File: src/sv/mes_pkg.sv
// Shared types, control word layout and microcode program of the ellipse stepper.
`default_nettype none

package mes_pkg;

  localparam int unsigned COORD_WIDTH_DEF = 12;
  localparam int unsigned DEC_W           = 50;
  localparam int unsigned PC_W            = 5;

  typedef logic [PC_W-1:0] pc_t;

  // input word modes
  localparam logic MODE_START = 1'b0;
  localparam logic MODE_STEP  = 1'b1;

  typedef enum logic [2:0] {
    OA_SEMA, OA_SEMB, OA_BM1, OA_A, OA_B, OA_C1, OA_RM1
  } oa_e;

  typedef enum logic [2:0] {
    OB_SEMA, OB_SEMB, OB_PROD, OB_ROW, OB_ROWDEC, OB_COL, OB_RM1, OB_B
  } ob_e;

  typedef enum logic [1:0] {
    DO_HOLD, DO_LOAD, DO_ADD, DO_SUB
  } dop_e;

  typedef enum logic [1:0] {
    DS_PROD, DS_A, DS_B
  } dsrc_e;

  typedef enum logic [2:0] {
    JC_NONE, JC_ALWAYS, JC_CMP_GT, JC_DEC_NEG, JC_DEC_POS, JC_R2, JC_START, JC_ROW_ZERO
  } jc_e;

  typedef struct packed {
    logic       mul_en;
    oa_e        oa;
    ob_e        ob;
    logic       ld_a;
    logic       ld_b;
    logic       ld_tmp;
    dop_e       dop;
    dsrc_e      dsrc;
    logic [1:0] dsh;
    logic       row_dec;
    logic       col_inc;
    logic       set_r2;
    logic       emit;
    logic       clr_active;
    jc_e        jc;
    pc_t        jt;
    logic       fin;
  } uword_t;

  typedef struct packed {
    logic   run;
    logic   load_start;
    uword_t uw;
  } dp_ctl_t;

  typedef struct packed {
    logic active;
    logic in_r2;
    logic row_zero;
    logic dec_neg;
    logic dec_pos;
    logic cmp_gt;
    logic out_busy;
  } dp_stat_t;

  // program addresses
  localparam pc_t U_ST0  = 5'd0;
  localparam pc_t U_ST1  = 5'd1;
  localparam pc_t U_ST2  = 5'd2;
  localparam pc_t U_ST3  = 5'd3;
  localparam pc_t U_ST4  = 5'd4;
  localparam pc_t U_ST5  = 5'd5;
  localparam pc_t U_CK1  = 5'd6;
  localparam pc_t U_CK2  = 5'd7;
  localparam pc_t U_R20  = 5'd8;
  localparam pc_t U_R21  = 5'd9;
  localparam pc_t U_R22  = 5'd10;
  localparam pc_t U_R23  = 5'd11;
  localparam pc_t U_R24  = 5'd12;
  localparam pc_t U_R25  = 5'd13;
  localparam pc_t U_R26  = 5'd14;
  localparam pc_t U_END  = 5'd15;
  localparam pc_t U_EM   = 5'd16;
  localparam pc_t U_A10  = 5'd17;
  localparam pc_t U_A11  = 5'd18;
  localparam pc_t U_A11B = 5'd19;
  localparam pc_t U_A12  = 5'd20;
  localparam pc_t U_A13  = 5'd21;
  localparam pc_t U_A14  = 5'd22;
  localparam pc_t U_A20  = 5'd23;
  localparam pc_t U_A21  = 5'd24;
  localparam pc_t U_A22  = 5'd25;
  localparam pc_t U_A23  = 5'd26;
  localparam pc_t U_A23B = 5'd27;
  localparam pc_t U_A24  = 5'd28;
  localparam pc_t U_A25  = 5'd29;
  localparam pc_t U_A26  = 5'd30;
  localparam pc_t U_KILL = 5'd31;

  // A = a^2, B = b^2; the multiplier result is registered in prod before a later step uses it.
  function automatic uword_t ucode(pc_t pc);
    uword_t w;
    w = '0;
    case (pc)
      // start: squares and region 1 seed 2A(b-1)b + A + 2B - 2AB
      U_ST0: begin
        w.mul_en = 1'b1; w.oa = OA_SEMA; w.ob = OB_SEMA;
      end
      U_ST1: begin
        w.ld_a = 1'b1; w.mul_en = 1'b1; w.oa = OA_SEMB; w.ob = OB_SEMB;
      end
      U_ST2: begin
        w.ld_b = 1'b1; w.dop = DO_LOAD; w.dsrc = DS_A;
        w.mul_en = 1'b1; w.oa = OA_BM1; w.ob = OB_SEMB;
      end
      U_ST3: begin
        w.dop = DO_ADD; w.dsrc = DS_B; w.dsh = 2'd1;
        w.mul_en = 1'b1; w.oa = OA_A; w.ob = OB_PROD;
      end
      U_ST4: begin
        w.dop = DO_ADD; w.dsrc = DS_PROD; w.dsh = 2'd1;
        w.mul_en = 1'b1; w.oa = OA_A; w.ob = OB_B;
      end
      U_ST5: begin
        w.dop = DO_SUB; w.dsrc = DS_PROD; w.dsh = 2'd1;
        w.mul_en = 1'b1; w.oa = OA_A; w.ob = OB_ROW;
      end
      // region test A*row > B*col
      U_CK1: begin
        w.ld_tmp = 1'b1; w.mul_en = 1'b1; w.oa = OA_B; w.ob = OB_COL;
      end
      U_CK2: begin
        w.jc = JC_CMP_GT; w.jt = U_END;
      end
      // region 2 seed 2B(c+1)c + 2A(r-1)^2 + B - 2AB
      U_R20: begin
        w.mul_en = 1'b1; w.oa = OA_C1; w.ob = OB_COL;
      end
      U_R21: begin
        w.mul_en = 1'b1; w.oa = OA_B; w.ob = OB_PROD;
      end
      U_R22: begin
        w.dop = DO_LOAD; w.dsrc = DS_PROD; w.dsh = 2'd1;
        w.mul_en = 1'b1; w.oa = OA_RM1; w.ob = OB_RM1;
      end
      U_R23: begin
        w.mul_en = 1'b1; w.oa = OA_A; w.ob = OB_PROD;
      end
      U_R24: begin
        w.dop = DO_ADD; w.dsrc = DS_PROD; w.dsh = 2'd1;
        w.mul_en = 1'b1; w.oa = OA_A; w.ob = OB_B;
      end
      U_R25: begin
        w.dop = DO_SUB; w.dsrc = DS_PROD; w.dsh = 2'd1;
      end
      U_R26: begin
        w.dop = DO_ADD; w.dsrc = DS_B; w.set_r2 = 1'b1;
      end
      U_END: begin
        w.jc = JC_START; w.jt = U_EM; w.fin = 1'b1;
      end
      U_EM: begin
        w.emit = 1'b1; w.jc = JC_R2; w.jt = U_A20;
      end
      // region 1 advance
      U_A10: begin
        w.jc = JC_DEC_NEG; w.jt = U_A12;
      end
      U_A11: begin
        w.row_dec = 1'b1; w.mul_en = 1'b1; w.oa = OA_A; w.ob = OB_ROWDEC;
      end
      U_A11B: begin
        w.dop = DO_SUB; w.dsrc = DS_PROD; w.dsh = 2'd2;
      end
      U_A12: begin
        w.dop = DO_ADD; w.dsrc = DS_B; w.dsh = 2'd1;
        w.mul_en = 1'b1; w.oa = OA_B; w.ob = OB_COL;
      end
      U_A13: begin
        w.dop = DO_ADD; w.dsrc = DS_PROD; w.dsh = 2'd2; w.col_inc = 1'b1;
      end
      U_A14: begin
        w.dop = DO_ADD; w.dsrc = DS_B; w.dsh = 2'd2;
        w.mul_en = 1'b1; w.oa = OA_A; w.ob = OB_ROW;
        w.jc = JC_ALWAYS; w.jt = U_CK1;
      end
      // region 2 advance
      U_A20: begin
        w.jc = JC_ROW_ZERO; w.jt = U_KILL;
      end
      U_A21: begin
        w.jc = JC_DEC_POS; w.jt = U_A24;
      end
      U_A22: begin
        w.col_inc = 1'b1;
      end
      U_A23: begin
        w.mul_en = 1'b1; w.oa = OA_B; w.ob = OB_COL;
      end
      U_A23B: begin
        w.dop = DO_ADD; w.dsrc = DS_PROD; w.dsh = 2'd2;
      end
      U_A24: begin
        w.row_dec = 1'b1; w.mul_en = 1'b1; w.oa = OA_A; w.ob = OB_ROWDEC;
        w.dop = DO_ADD; w.dsrc = DS_A; w.dsh = 2'd1;
      end
      U_A25: begin
        w.dop = DO_ADD; w.dsrc = DS_A; w.dsh = 2'd2;
      end
      U_A26: begin
        w.dop = DO_SUB; w.dsrc = DS_PROD; w.dsh = 2'd2; w.fin = 1'b1;
      end
      U_KILL: begin
        w.clr_active = 1'b1; w.fin = 1'b1;
      end
      default: begin
        w.fin = 1'b1;
      end
    endcase
    return w;
  endfunction

endpackage

`default_nettype wire

File: src/sv/mes_if.sv
// Valid/ready channel interfaces for the ellipse stepper input and result words.
`default_nettype none

interface mes_in_if #(
  parameter int unsigned COORD_WIDTH = mes_pkg::COORD_WIDTH_DEF
) ();
  logic                   valid;
  logic                   ready;
  logic                   mode;
  logic [COORD_WIDTH-1:0] center_x;
  logic [COORD_WIDTH-1:0] center_y;
  logic [COORD_WIDTH-2:0] semi_a;
  logic [COORD_WIDTH-2:0] semi_b;

  modport source (output valid, mode, center_x, center_y, semi_a, semi_b, input ready);
  modport sink   (input valid, mode, center_x, center_y, semi_a, semi_b, output ready);
endinterface

interface mes_out_if #(
  parameter int unsigned COORD_WIDTH = mes_pkg::COORD_WIDTH_DEF
) ();
  logic                        valid;
  logic                        ready;
  logic        [COORD_WIDTH:0] x_plus;
  logic signed [COORD_WIDTH:0] x_minus;
  logic        [COORD_WIDTH:0] y_plus;
  logic signed [COORD_WIDTH:0] y_minus;
  logic                        last_point;

  modport source (output valid, x_plus, x_minus, y_plus, y_minus, last_point, input ready);
  modport sink   (input valid, x_plus, x_minus, y_plus, y_minus, last_point, output ready);
endinterface

`default_nettype wire

File: src/sv/midpoint_ellipse_stepper.sv
// Midpoint ellipse rasterizer: start and step words in, mirrored point words out.
//
// Input channel: mode 0 (start) latches center and semi-axes, places the point at
// column 0, row semi_b and yields the first point; mode 1 (step) yields the current
// point and moves on. A step word while no ellipse is active is taken and dropped.
// Output channel: x/y plus and minus coordinates of the current point, last_point
// set on the final row-0 point; step words after that yield nothing.
// A microcode sequencer drives one shared multiplier (one product per cycle, each
// registered) and a 50-bit decision accumulator. A step word's result is emitted
// first, then the point advances while the block is held; in region 1 the advance
// may cross into region 2, where the decision value is rebuilt. A start word holds
// the block while the squares and the decision value are seeded, its first point is
// emitted and the point advances. The input side is ready whenever the sequencer
// is idle.
// The result sits in an output register; while the receiver stalls, the next word
// is still taken and worked up to its emit step, where the sequencer waits.
// Reset leaves the block idle with no ellipse active and the output empty.
`default_nettype none

module midpoint_ellipse_stepper #(
  parameter int unsigned COORD_WIDTH = mes_pkg::COORD_WIDTH_DEF
) (
  input wire logic   clk_i,
  input wire logic   rst_ni,
  mes_in_if.sink     in_i,
  mes_out_if.source  out_o
);

  mes_pkg::dp_ctl_t  ctl;
  mes_pkg::dp_stat_t stat;
  logic              in_ready;

  mes_seq u_seq (
    .clk_i      (clk_i),
    .rst_ni     (rst_ni),
    .in_valid_i (in_i.valid),
    .in_mode_i  (in_i.mode),
    .stat_i     (stat),
    .in_ready_o (in_ready),
    .ctl_o      (ctl)
  );

  mes_dp #(
    .COORD_WIDTH (COORD_WIDTH)
  ) u_dp (
    .clk_i        (clk_i),
    .rst_ni       (rst_ni),
    .ctl_i        (ctl),
    .stat_o       (stat),
    .center_x_i   (in_i.center_x),
    .center_y_i   (in_i.center_y),
    .semi_a_i     (in_i.semi_a),
    .semi_b_i     (in_i.semi_b),
    .out_ready_i  (out_o.ready),
    .out_valid_o  (out_o.valid),
    .x_plus_o     (out_o.x_plus),
    .x_minus_o    (out_o.x_minus),
    .y_plus_o     (out_o.y_plus),
    .y_minus_o    (out_o.y_minus),
    .last_point_o (out_o.last_point)
  );

  assign in_i.ready = in_ready;

endmodule

`default_nettype wire

File: src/sv/mes_seq.sv
// Microcode sequencer: step counter, control store lookup and conditional jumps.
`default_nettype none

module mes_seq (
  input  wire logic              clk_i,
  input  wire logic              rst_ni,
  input  wire logic              in_valid_i,
  input  wire logic              in_mode_i,
  input  wire mes_pkg::dp_stat_t stat_i,
  output logic                   in_ready_o,
  output mes_pkg::dp_ctl_t       ctl_o
);

  typedef enum logic {
    S_IDLE,
    S_RUN
  } state_e;

  state_e          state_q;
  mes_pkg::pc_t    pc_q;
  logic            start_q;

  mes_pkg::uword_t uw;
  logic            stall;
  logic            accept;
  logic            take;

  always_comb begin
    uw         = mes_pkg::ucode(pc_q);
    // hold the emit step while the result register is still occupied
    stall      = uw.emit && stat_i.out_busy;
    in_ready_o = (state_q == S_IDLE);
    accept     = in_valid_i && in_ready_o;

    case (uw.jc)
      mes_pkg::JC_NONE:     take = 1'b0;
      mes_pkg::JC_ALWAYS:   take = 1'b1;
      mes_pkg::JC_CMP_GT:   take = stat_i.cmp_gt;
      mes_pkg::JC_DEC_NEG:  take = stat_i.dec_neg;
      mes_pkg::JC_DEC_POS:  take = stat_i.dec_pos;
      mes_pkg::JC_R2:       take = stat_i.in_r2;
      mes_pkg::JC_START:    take = start_q;
      mes_pkg::JC_ROW_ZERO: take = stat_i.row_zero;
      default:              take = 1'b0;
    endcase

    ctl_o.run        = (state_q == S_RUN) && !stall;
    ctl_o.load_start = accept && (in_mode_i == mes_pkg::MODE_START);
    ctl_o.uw         = uw;
  end

  always_ff @(posedge clk_i or negedge rst_ni) begin
    if (!rst_ni) begin
      state_q <= S_IDLE;
      pc_q    <= mes_pkg::U_ST0;
      start_q <= 1'b0;
    end else begin
      case (state_q)
        S_IDLE: begin
          if (accept) begin
            if (in_mode_i == mes_pkg::MODE_START) begin
              state_q <= S_RUN;
              pc_q    <= mes_pkg::U_ST0;
              start_q <= 1'b1;
            end else if (stat_i.active) begin
              state_q <= S_RUN;
              pc_q    <= mes_pkg::U_EM;
            end
          end
        end
        S_RUN: begin
          if (!stall) begin
            if (uw.emit) begin
              start_q <= 1'b0;
            end
            if (take) begin
              pc_q <= uw.jt;
            end else if (uw.fin) begin
              state_q <= S_IDLE;
            end else begin
              pc_q <= pc_q + mes_pkg::pc_t'(1);
            end
          end
        end
        default: begin
          state_q <= S_IDLE;
        end
      endcase
    end
  end

endmodule

`default_nettype wire

File: src/sv/mes_dp.sv
// Datapath: shared multiplier, decision accumulator, point registers and result register.
`default_nettype none

module mes_dp #(
  parameter int unsigned COORD_WIDTH = mes_pkg::COORD_WIDTH_DEF
) (
  input  wire logic                        clk_i,
  input  wire logic                        rst_ni,
  input  wire mes_pkg::dp_ctl_t            ctl_i,
  output mes_pkg::dp_stat_t                stat_o,
  input  wire logic [COORD_WIDTH-1:0]      center_x_i,
  input  wire logic [COORD_WIDTH-1:0]      center_y_i,
  input  wire logic [COORD_WIDTH-2:0]      semi_a_i,
  input  wire logic [COORD_WIDTH-2:0]      semi_b_i,
  input  wire logic                        out_ready_i,
  output logic                             out_valid_o,
  output logic        [COORD_WIDTH:0]      x_plus_o,
  output logic signed [COORD_WIDTH:0]      x_minus_o,
  output logic        [COORD_WIDTH:0]      y_plus_o,
  output logic signed [COORD_WIDTH:0]      y_minus_o,
  output logic                             last_point_o
);

  localparam int unsigned SQ_W   = 2 * (COORD_WIDTH - 1);
  localparam int unsigned OPB_W  = 2 * (COORD_WIDTH + 1);
  localparam int unsigned PROD_W = SQ_W + OPB_W;
  localparam int unsigned DEC_W  = mes_pkg::DEC_W;

  logic [COORD_WIDTH-1:0] hx_q, hy_q;
  logic [COORD_WIDTH-2:0] sa_q, sb_q;
  logic [SQ_W-1:0]        a_sq_q, b_sq_q;
  logic [COORD_WIDTH-1:0] col_q;
  logic [COORD_WIDTH:0]   row_q;
  logic [DEC_W-1:0]       dec_q;
  logic [PROD_W-1:0]      prod_q, tmp_q;
  logic                   active_q, r2_q, out_valid_q;

  logic [COORD_WIDTH:0]   row_dec, rm1, c1;
  logic [COORD_WIDTH-2:0] bm1;
  logic [SQ_W-1:0]        op_a;
  logic [OPB_W-1:0]       op_b;
  logic [PROD_W-1:0]      mul_res;
  logic [DEC_W-1:0]       dsrc, dsh_val, dec_d;
  logic                   row_zero;
  mes_pkg::uword_t        uw;

  always_comb begin
    uw       = ctl_i.uw;
    row_zero = (row_q == '0);
    row_dec  = row_q - (COORD_WIDTH + 1)'(1);
    // |row - 1|: the square only needs the magnitude
    rm1      = row_zero ? (COORD_WIDTH + 1)'(1) : row_dec;
    c1       = {1'b0, col_q} + (COORD_WIDTH + 1)'(1);
    bm1      = sb_q - (COORD_WIDTH - 1)'(1);

    case (uw.oa)
      mes_pkg::OA_SEMA: op_a = SQ_W'(sa_q);
      mes_pkg::OA_SEMB: op_a = SQ_W'(sb_q);
      mes_pkg::OA_BM1:  op_a = SQ_W'(bm1);
      mes_pkg::OA_A:    op_a = a_sq_q;
      mes_pkg::OA_B:    op_a = b_sq_q;
      mes_pkg::OA_C1:   op_a = SQ_W'(c1);
      mes_pkg::OA_RM1:  op_a = SQ_W'(rm1);
      default:          op_a = '0;
    endcase

    case (uw.ob)
      mes_pkg::OB_SEMA:   op_b = OPB_W'(sa_q);
      mes_pkg::OB_SEMB:   op_b = OPB_W'(sb_q);
      mes_pkg::OB_PROD:   op_b = prod_q[OPB_W-1:0];
      mes_pkg::OB_ROW:    op_b = OPB_W'(row_q);
      mes_pkg::OB_ROWDEC: op_b = OPB_W'(row_dec);
      mes_pkg::OB_COL:    op_b = OPB_W'(col_q);
      mes_pkg::OB_RM1:    op_b = OPB_W'(rm1);
      mes_pkg::OB_B:      op_b = OPB_W'(b_sq_q);
      default:            op_b = '0;
    endcase

    mul_res = PROD_W'(op_a) * PROD_W'(op_b);

    case (uw.dsrc)
      mes_pkg::DS_PROD: dsrc = DEC_W'(prod_q);
      mes_pkg::DS_A:    dsrc = DEC_W'(a_sq_q);
      mes_pkg::DS_B:    dsrc = DEC_W'(b_sq_q);
      default:          dsrc = '0;
    endcase
    dsh_val = dsrc << uw.dsh;

    // decision wraps modulo 2^DEC_W
    case (uw.dop)
      mes_pkg::DO_HOLD: dec_d = dec_q;
      mes_pkg::DO_LOAD: dec_d = dsh_val;
      mes_pkg::DO_ADD:  dec_d = dec_q + dsh_val;
      mes_pkg::DO_SUB:  dec_d = dec_q - dsh_val;
      default:          dec_d = dec_q;
    endcase

    stat_o.active   = active_q;
    stat_o.in_r2    = r2_q;
    stat_o.row_zero = row_zero;
    stat_o.dec_neg  = dec_q[DEC_W-1];
    stat_o.dec_pos  = !dec_q[DEC_W-1] && (dec_q != '0);
    stat_o.cmp_gt   = (tmp_q > prod_q);
    stat_o.out_busy = out_valid_q && !out_ready_i;
  end

  // working registers and result payload
  always_ff @(posedge clk_i) begin
    if (ctl_i.load_start) begin
      hx_q  <= center_x_i;
      hy_q  <= center_y_i;
      sa_q  <= semi_a_i;
      sb_q  <= semi_b_i;
      col_q <= '0;
      row_q <= (COORD_WIDTH + 1)'(semi_b_i);
    end
    if (ctl_i.run) begin
      if (uw.mul_en) begin
        prod_q <= mul_res;
      end
      if (uw.ld_a) begin
        a_sq_q <= prod_q[SQ_W-1:0];
      end
      if (uw.ld_b) begin
        b_sq_q <= prod_q[SQ_W-1:0];
      end
      if (uw.ld_tmp) begin
        tmp_q <= prod_q;
      end
      if (uw.dop != mes_pkg::DO_HOLD) begin
        dec_q <= dec_d;
      end
      if (uw.row_dec) begin
        row_q <= row_dec;
      end
      if (uw.col_inc) begin
        col_q <= col_q + COORD_WIDTH'(1);
      end
      if (uw.emit) begin
        x_plus_o     <= {1'b0, hx_q} + {1'b0, col_q};
        x_minus_o    <= $signed({1'b0, hx_q} - {1'b0, col_q});
        y_plus_o     <= {1'b0, hy_q} + row_q;
        y_minus_o    <= $signed({1'b0, hy_q} - row_q);
        last_point_o <= r2_q && row_zero;
      end
    end
  end

  always_ff @(posedge clk_i or negedge rst_ni) begin
    if (!rst_ni) begin
      active_q    <= 1'b0;
      r2_q        <= 1'b0;
      out_valid_q <= 1'b0;
    end else begin
      if (ctl_i.load_start) begin
        active_q <= 1'b1;
        r2_q     <= 1'b0;
      end else if (ctl_i.run) begin
        if (uw.clr_active) begin
          active_q <= 1'b0;
        end
        if (uw.set_r2) begin
          r2_q <= 1'b1;
        end
      end
      if (ctl_i.run && uw.emit) begin
        out_valid_q <= 1'b1;
      end else if (out_ready_i) begin
        out_valid_q <= 1'b0;
      end
    end
  end

  assign out_valid_o = out_valid_q;

endmodule

`default_nettype wire

File: src/flat_wrapper.sv
// flat-port wrapper written by rule: the top's interface ports become plain ports
module midpoint_ellipse_stepper_flat 
#(
  parameter int unsigned COORD_WIDTH = mes_pkg::COORD_WIDTH_DEF
)
  (clk_i, rst_ni, in_i_valid, in_i_mode, in_i_center_x, in_i_center_y, in_i_semi_a, in_i_semi_b, in_i_ready, out_o_valid, out_o_x_plus, out_o_x_minus, out_o_y_plus, out_o_y_minus, out_o_last_point, out_o_ready);
  mes_in_if #(.COORD_WIDTH(COORD_WIDTH)) in_i_i ();
  mes_out_if #(.COORD_WIDTH(COORD_WIDTH)) out_o_i ();
  input wire logic clk_i;
  input wire logic rst_ni;
  input wire logic [$bits(in_i_i.valid)-1:0] in_i_valid;
  input wire logic [$bits(in_i_i.mode)-1:0] in_i_mode;
  input wire logic [$bits(in_i_i.center_x)-1:0] in_i_center_x;
  input wire logic [$bits(in_i_i.center_y)-1:0] in_i_center_y;
  input wire logic [$bits(in_i_i.semi_a)-1:0] in_i_semi_a;
  input wire logic [$bits(in_i_i.semi_b)-1:0] in_i_semi_b;
  output wire logic [$bits(in_i_i.ready)-1:0] in_i_ready;
  output wire logic [$bits(out_o_i.valid)-1:0] out_o_valid;
  output wire logic [$bits(out_o_i.x_plus)-1:0] out_o_x_plus;
  output wire logic [$bits(out_o_i.x_minus)-1:0] out_o_x_minus;
  output wire logic [$bits(out_o_i.y_plus)-1:0] out_o_y_plus;
  output wire logic [$bits(out_o_i.y_minus)-1:0] out_o_y_minus;
  output wire logic [$bits(out_o_i.last_point)-1:0] out_o_last_point;
  input wire logic [$bits(out_o_i.ready)-1:0] out_o_ready;
  assign in_i_i.valid = in_i_valid;
  assign in_i_i.mode = in_i_mode;
  assign in_i_i.center_x = in_i_center_x;
  assign in_i_i.center_y = in_i_center_y;
  assign in_i_i.semi_a = in_i_semi_a;
  assign in_i_i.semi_b = in_i_semi_b;
  assign in_i_ready = in_i_i.ready;
  assign out_o_valid = out_o_i.valid;
  assign out_o_x_plus = out_o_i.x_plus;
  assign out_o_x_minus = out_o_i.x_minus;
  assign out_o_y_plus = out_o_i.y_plus;
  assign out_o_y_minus = out_o_i.y_minus;
  assign out_o_last_point = out_o_i.last_point;
  assign out_o_i.ready = out_o_ready;
  midpoint_ellipse_stepper #(.COORD_WIDTH(COORD_WIDTH)) u_core (.clk_i(clk_i), .rst_ni(rst_ni), .in_i(in_i_i), .out_o(out_o_i));
endmodule
File: config.mk
export PLATFORM = sky130hd
export DESIGN_NAME = midpoint_ellipse_stepper_flat
export DESIGN_NICKNAME = d
export VERILOG_FILES = /design/src/sv/mes_pkg.sv /design/src/sv/mes_if.sv /design/src/sv/midpoint_ellipse_stepper.sv /design/src/sv/mes_seq.sv /design/src/sv/mes_dp.sv /design/src/flat_wrapper.sv
export SDC_FILE = /design/constraint.sdc
export NUM_CORES = 2
export LEC_CHECK = 0
export BUFFER_PORTS_ARGS = -buffer_cell sky130_fd_sc_hd__buf_2
export CAP_MARGIN = 20
export CORE_AREA = 2 2 276 278
export DETAILED_ROUTE_END_ITERATION = 8
export DIE_AREA = 0 0 278 280
export PLACE_DENSITY = 0.67
export SLEW_MARGIN = 20
export SYNTH_ARGS = -nofsm -noshare
export SYNTH_HDL_FRONTEND = slang
export SYNTH_HIERARCHICAL = 1
export SYNTH_SLANG_ARGS = --single-unit
File: constraint.sdc
create_clock -name clk_i -period 13.5 [get_ports clk_i]
set_input_delay 2.7 -clock clk_i [delete_from_list [all_inputs] [get_ports clk_i]]
set_output_delay 2.7 -clock clk_i [all_outputs]
set_load 0.03 [all_outputs]
==> out/results.tsv <==
stage	metric	value	unit
status	status	completed	
yosys	synth_xor_area_share	4.19	%
sta	rsz0062_at_grt	false	
place	gp_congestion	0.971	
cts	cts_setup_buffers	0	
drt	vias	31993	
finish	regArea	9370	um^2
global_routing	grt_remaining_overflow	0	
yosys	ys_types	102	
sta	setup_viol	0	
drt	ant_nets	0	
global_routing	grt_pass1_vias	32349	
setup_path	crit_top_cell	fa_1	
finish	multi_input_area	28000	um^2
setup_path	path_class	register to register	
cts	insertion_delay	0.58	ns
place	hpwl	92.5	mm
global_routing	antenna_found_initial	0	
sta	layout_setup_ws	1.28	ns
setup_path	cp-end-kind	register	
yosys	synth_flop_cell	edfxtp_1	
global_routing	gr-usage-all-layers	30.7	%
setup_path	crit_buf_inv	4	
setup_path	crit_path_top_delay_cell	and2_1	
worst_hold_path	hold_class	register to register	
die	die_y	280	um
sta	relSlewSlack	21.9	%
job	drv_cap	0	
cts	cts_resized	0	
drt	drtPass1Iterations	6	
cts	clk_pin_slew	0.06	ns
sta	max_clock_freq	0.0818	GHz
sta	period_share	90.5	%
setup_path	r2r_slack	1.28	ns
sta	tightest_slew	1.17	ns
sta	clock_skew	0.0373	ns
cts	cts-buffers-inserted	37	
cts	hold_buffers	0	
setup_path	worstSetupStartpointType	register	
die	coreArea	75200	um^2
die	io_pins	106	
yosys	postSynthRegisterBits	322	
yosys	synth_top_family_by_area	adder cells	
die	rows	101	
cts	cts_tree	built	
finish	area_delta_synth_final	6.86	%
drt	drc_errors	0	
yosys	synth_fa_ha_area_share	33.5	%
setup_path	worstPathMaxFanout	26	
die	die_w	278	um
global_routing	grt_start_max_net_pins	76	
finish	drive_gt1_share	7.41	%
yosys	synth_area_leader_cell	fa_1	
drt	drt_iter0_markers	2855	
finish	fill_cells	6734	
die	dieArea	77800	um^2
setup_path	cp_data_required_time	13.80	ns
yosys	synthMuxAreaShare	2.65	%
cts	clk_path_buf_depth	3	
setup_path	crit_family	compound AO/OA/AOI/OAI gates	
cts	cts.sink_count	322	
setup_path	crit_path_max_incr_delay	0.87	ns
sta	hold_violations	0	
finish	layout_common_cells	691 x inv_1, 521 x nand2_1, 482 x fa_1, 360 x nor2_1, 319 x ha_1	
global_routing	grt_pass1_wl	186	mm
cts	root_buffer	clkbuf_16	
yosys	yosys_warnings	6	
place	portBuffers	105	
yosys	async_flop_share	3.11	%
die	initial_core_util	54.2	%
cts	cts_htree_levels	2	
finish	diodes	0	
yosys	syn_area_per_cell	9.14	um^2
setup_path	crit_arrival	12.53	ns
place	dp_slack	1.49	ns
drt	viasPerCell	5.85	
yosys	synthCells	4458	
sta	post-route-min-period	12.22	ns
yosys	ys_seq_area_share	23.0	%
yosys	syn_nets	5310	
finish	layout_commonest_cell	inv_1	
sta	fin_setup_tns	0	ns
sta	final_max_slew_viol_count	0	
yosys	synthTopCellsByArea	fa_1 24%, edfxtp_1 21%, ha_1 9.8%	
yosys	synth_edf_count	287	
yosys	synthSimpleGateAreaFrac	14.6	%
drt	routed_wl	118	mm
yosys	synth_compound_area_share	13.4	%
drt	wire_per_inst	21.5	um
finish	nets	5318	
yosys	synth_top_cell_area_share	23.7	%
yosys	netlist_area	40800	um^2
stage by stage:
stage,util (%),hold WS (ns),cells,cell area [um^2]
2_1_floorplan,-,0.426,4458,40800
3_3_place_gp,56.3,0.433,5405,42300
3_5_place_dp,56.3,0.450,5405,42300
4_1_cts,57.9,0.468,5473,43500
5_1_grt,57.9,0.485,5473,43500
6_report,57.9,0.460,5473,43500
sequential cells by signal, indices dropped and copies added (netlist names), 12 cells and up:
name and flops:
u_core/u_dp/a_sq_q 22, u_core/u_dp/b_sq_q 22, u_core/u_dp/col_q 12, u_core/u_dp/dec_q 50, u_core/u_dp/hx_q 12, u_core/u_dp/hy_q 12, u_core/u_dp/prod_q 48, u_core/u_dp/row_q 13
u_core/u_dp/tmp_q 48, u_core/u_dp/x_minus_o 12, u_core/u_dp/x_plus_o 13, u_core/u_dp/y_minus_o 12, u_core/u_dp/y_plus_o 13
per-layer routing:
metal  part of all wire, %  vias up  track usage (%)
li1                      -    14783                -
met1                    43    15696             43.3
met2                    44     1289             48.0
met3                   8.7      225             5.25
met4                   3.9        0             10.8
met5                     0        -                0
final timing paths:
path | depth (start not counted) | from | endpoint
max in group asynchronous | 1 | rst_ni | u_core/u_seq/pc_q[0]
hold reg to reg | 0 | u_core/u_dp/prod_q[47] | u_core/u_dp/tmp_q[47]
setup reg to reg | 33 | u_core/u_seq/pc_q[4] | u_core/u_dp/prod_q[47]
setup / recovery | 33 | u_core/u_seq/pc_q[4] | u_core/u_dp/prod_q[47]
min in group asynchronous | 1 | rst_ni | u_core/u_seq/pc_q[3]
hold / removal | 0 | u_core/u_dp/prod_q[47] | u_core/u_dp/tmp_q[47]
cells in the mapped netlist (all sizes together) (33+ instances only):
cell type / n
o21ai: 205
edfxtp: 287
and3: 35
inv: 693
nand3: 74
ha: 319
fa: 482
clkbuf: 173
nor2: 362
mux2i: 74
xor2: 77
nor2b: 44
o211ai: 33
buf: 45
nand2: 522
nand2b: 55
xnor2: 118
o21bai: 36
o21a: 35
nor3: 41
and2: 60
a21oi: 199
a21o: 84
worst register-to-register path: cells and delay by family (launching register included):
| family | cells | cell delay (ns) |
|---|---|---|
| AO/OA/AOI/OAI | 14 | 4.16 |
| adder cells (fa/ha/maj) | 8 | 3.82 |
| AND/OR/NAND/NOR | 6 | 2.02 |
| buffers and inverters | 4 | 1.04 |
| flip-flops | 1 | 0.83 |
| XOR/XNOR | 1 | 0.12 |
kinds of logic after synthesis:
group,after synthesis
AND/OR/NAND/NOR,1307
buffers and inverters,911
AO/OA/AOI/OAI,830
adder cells (fa/ha/maj),801
flip-flops,322
XOR/XNOR,195
multiplexers,92
area by class of cell:
cell class | instances | share of cell area (%)
Multi-Input combinational cell | 3225 | 64.3
Clock buffer | 46 | 2.25
Inverter | 693 | 5.97
Sequential cell | 322 | 21.5
Clock inverter | 22 | 0.537
Timing Repair Buffer | 187 | 2.62
Tap cell | 978 | 2.81
Power is not shown: default switching activity piles up to over one toggle a cycle in this logic, so the estimate is an artifact.
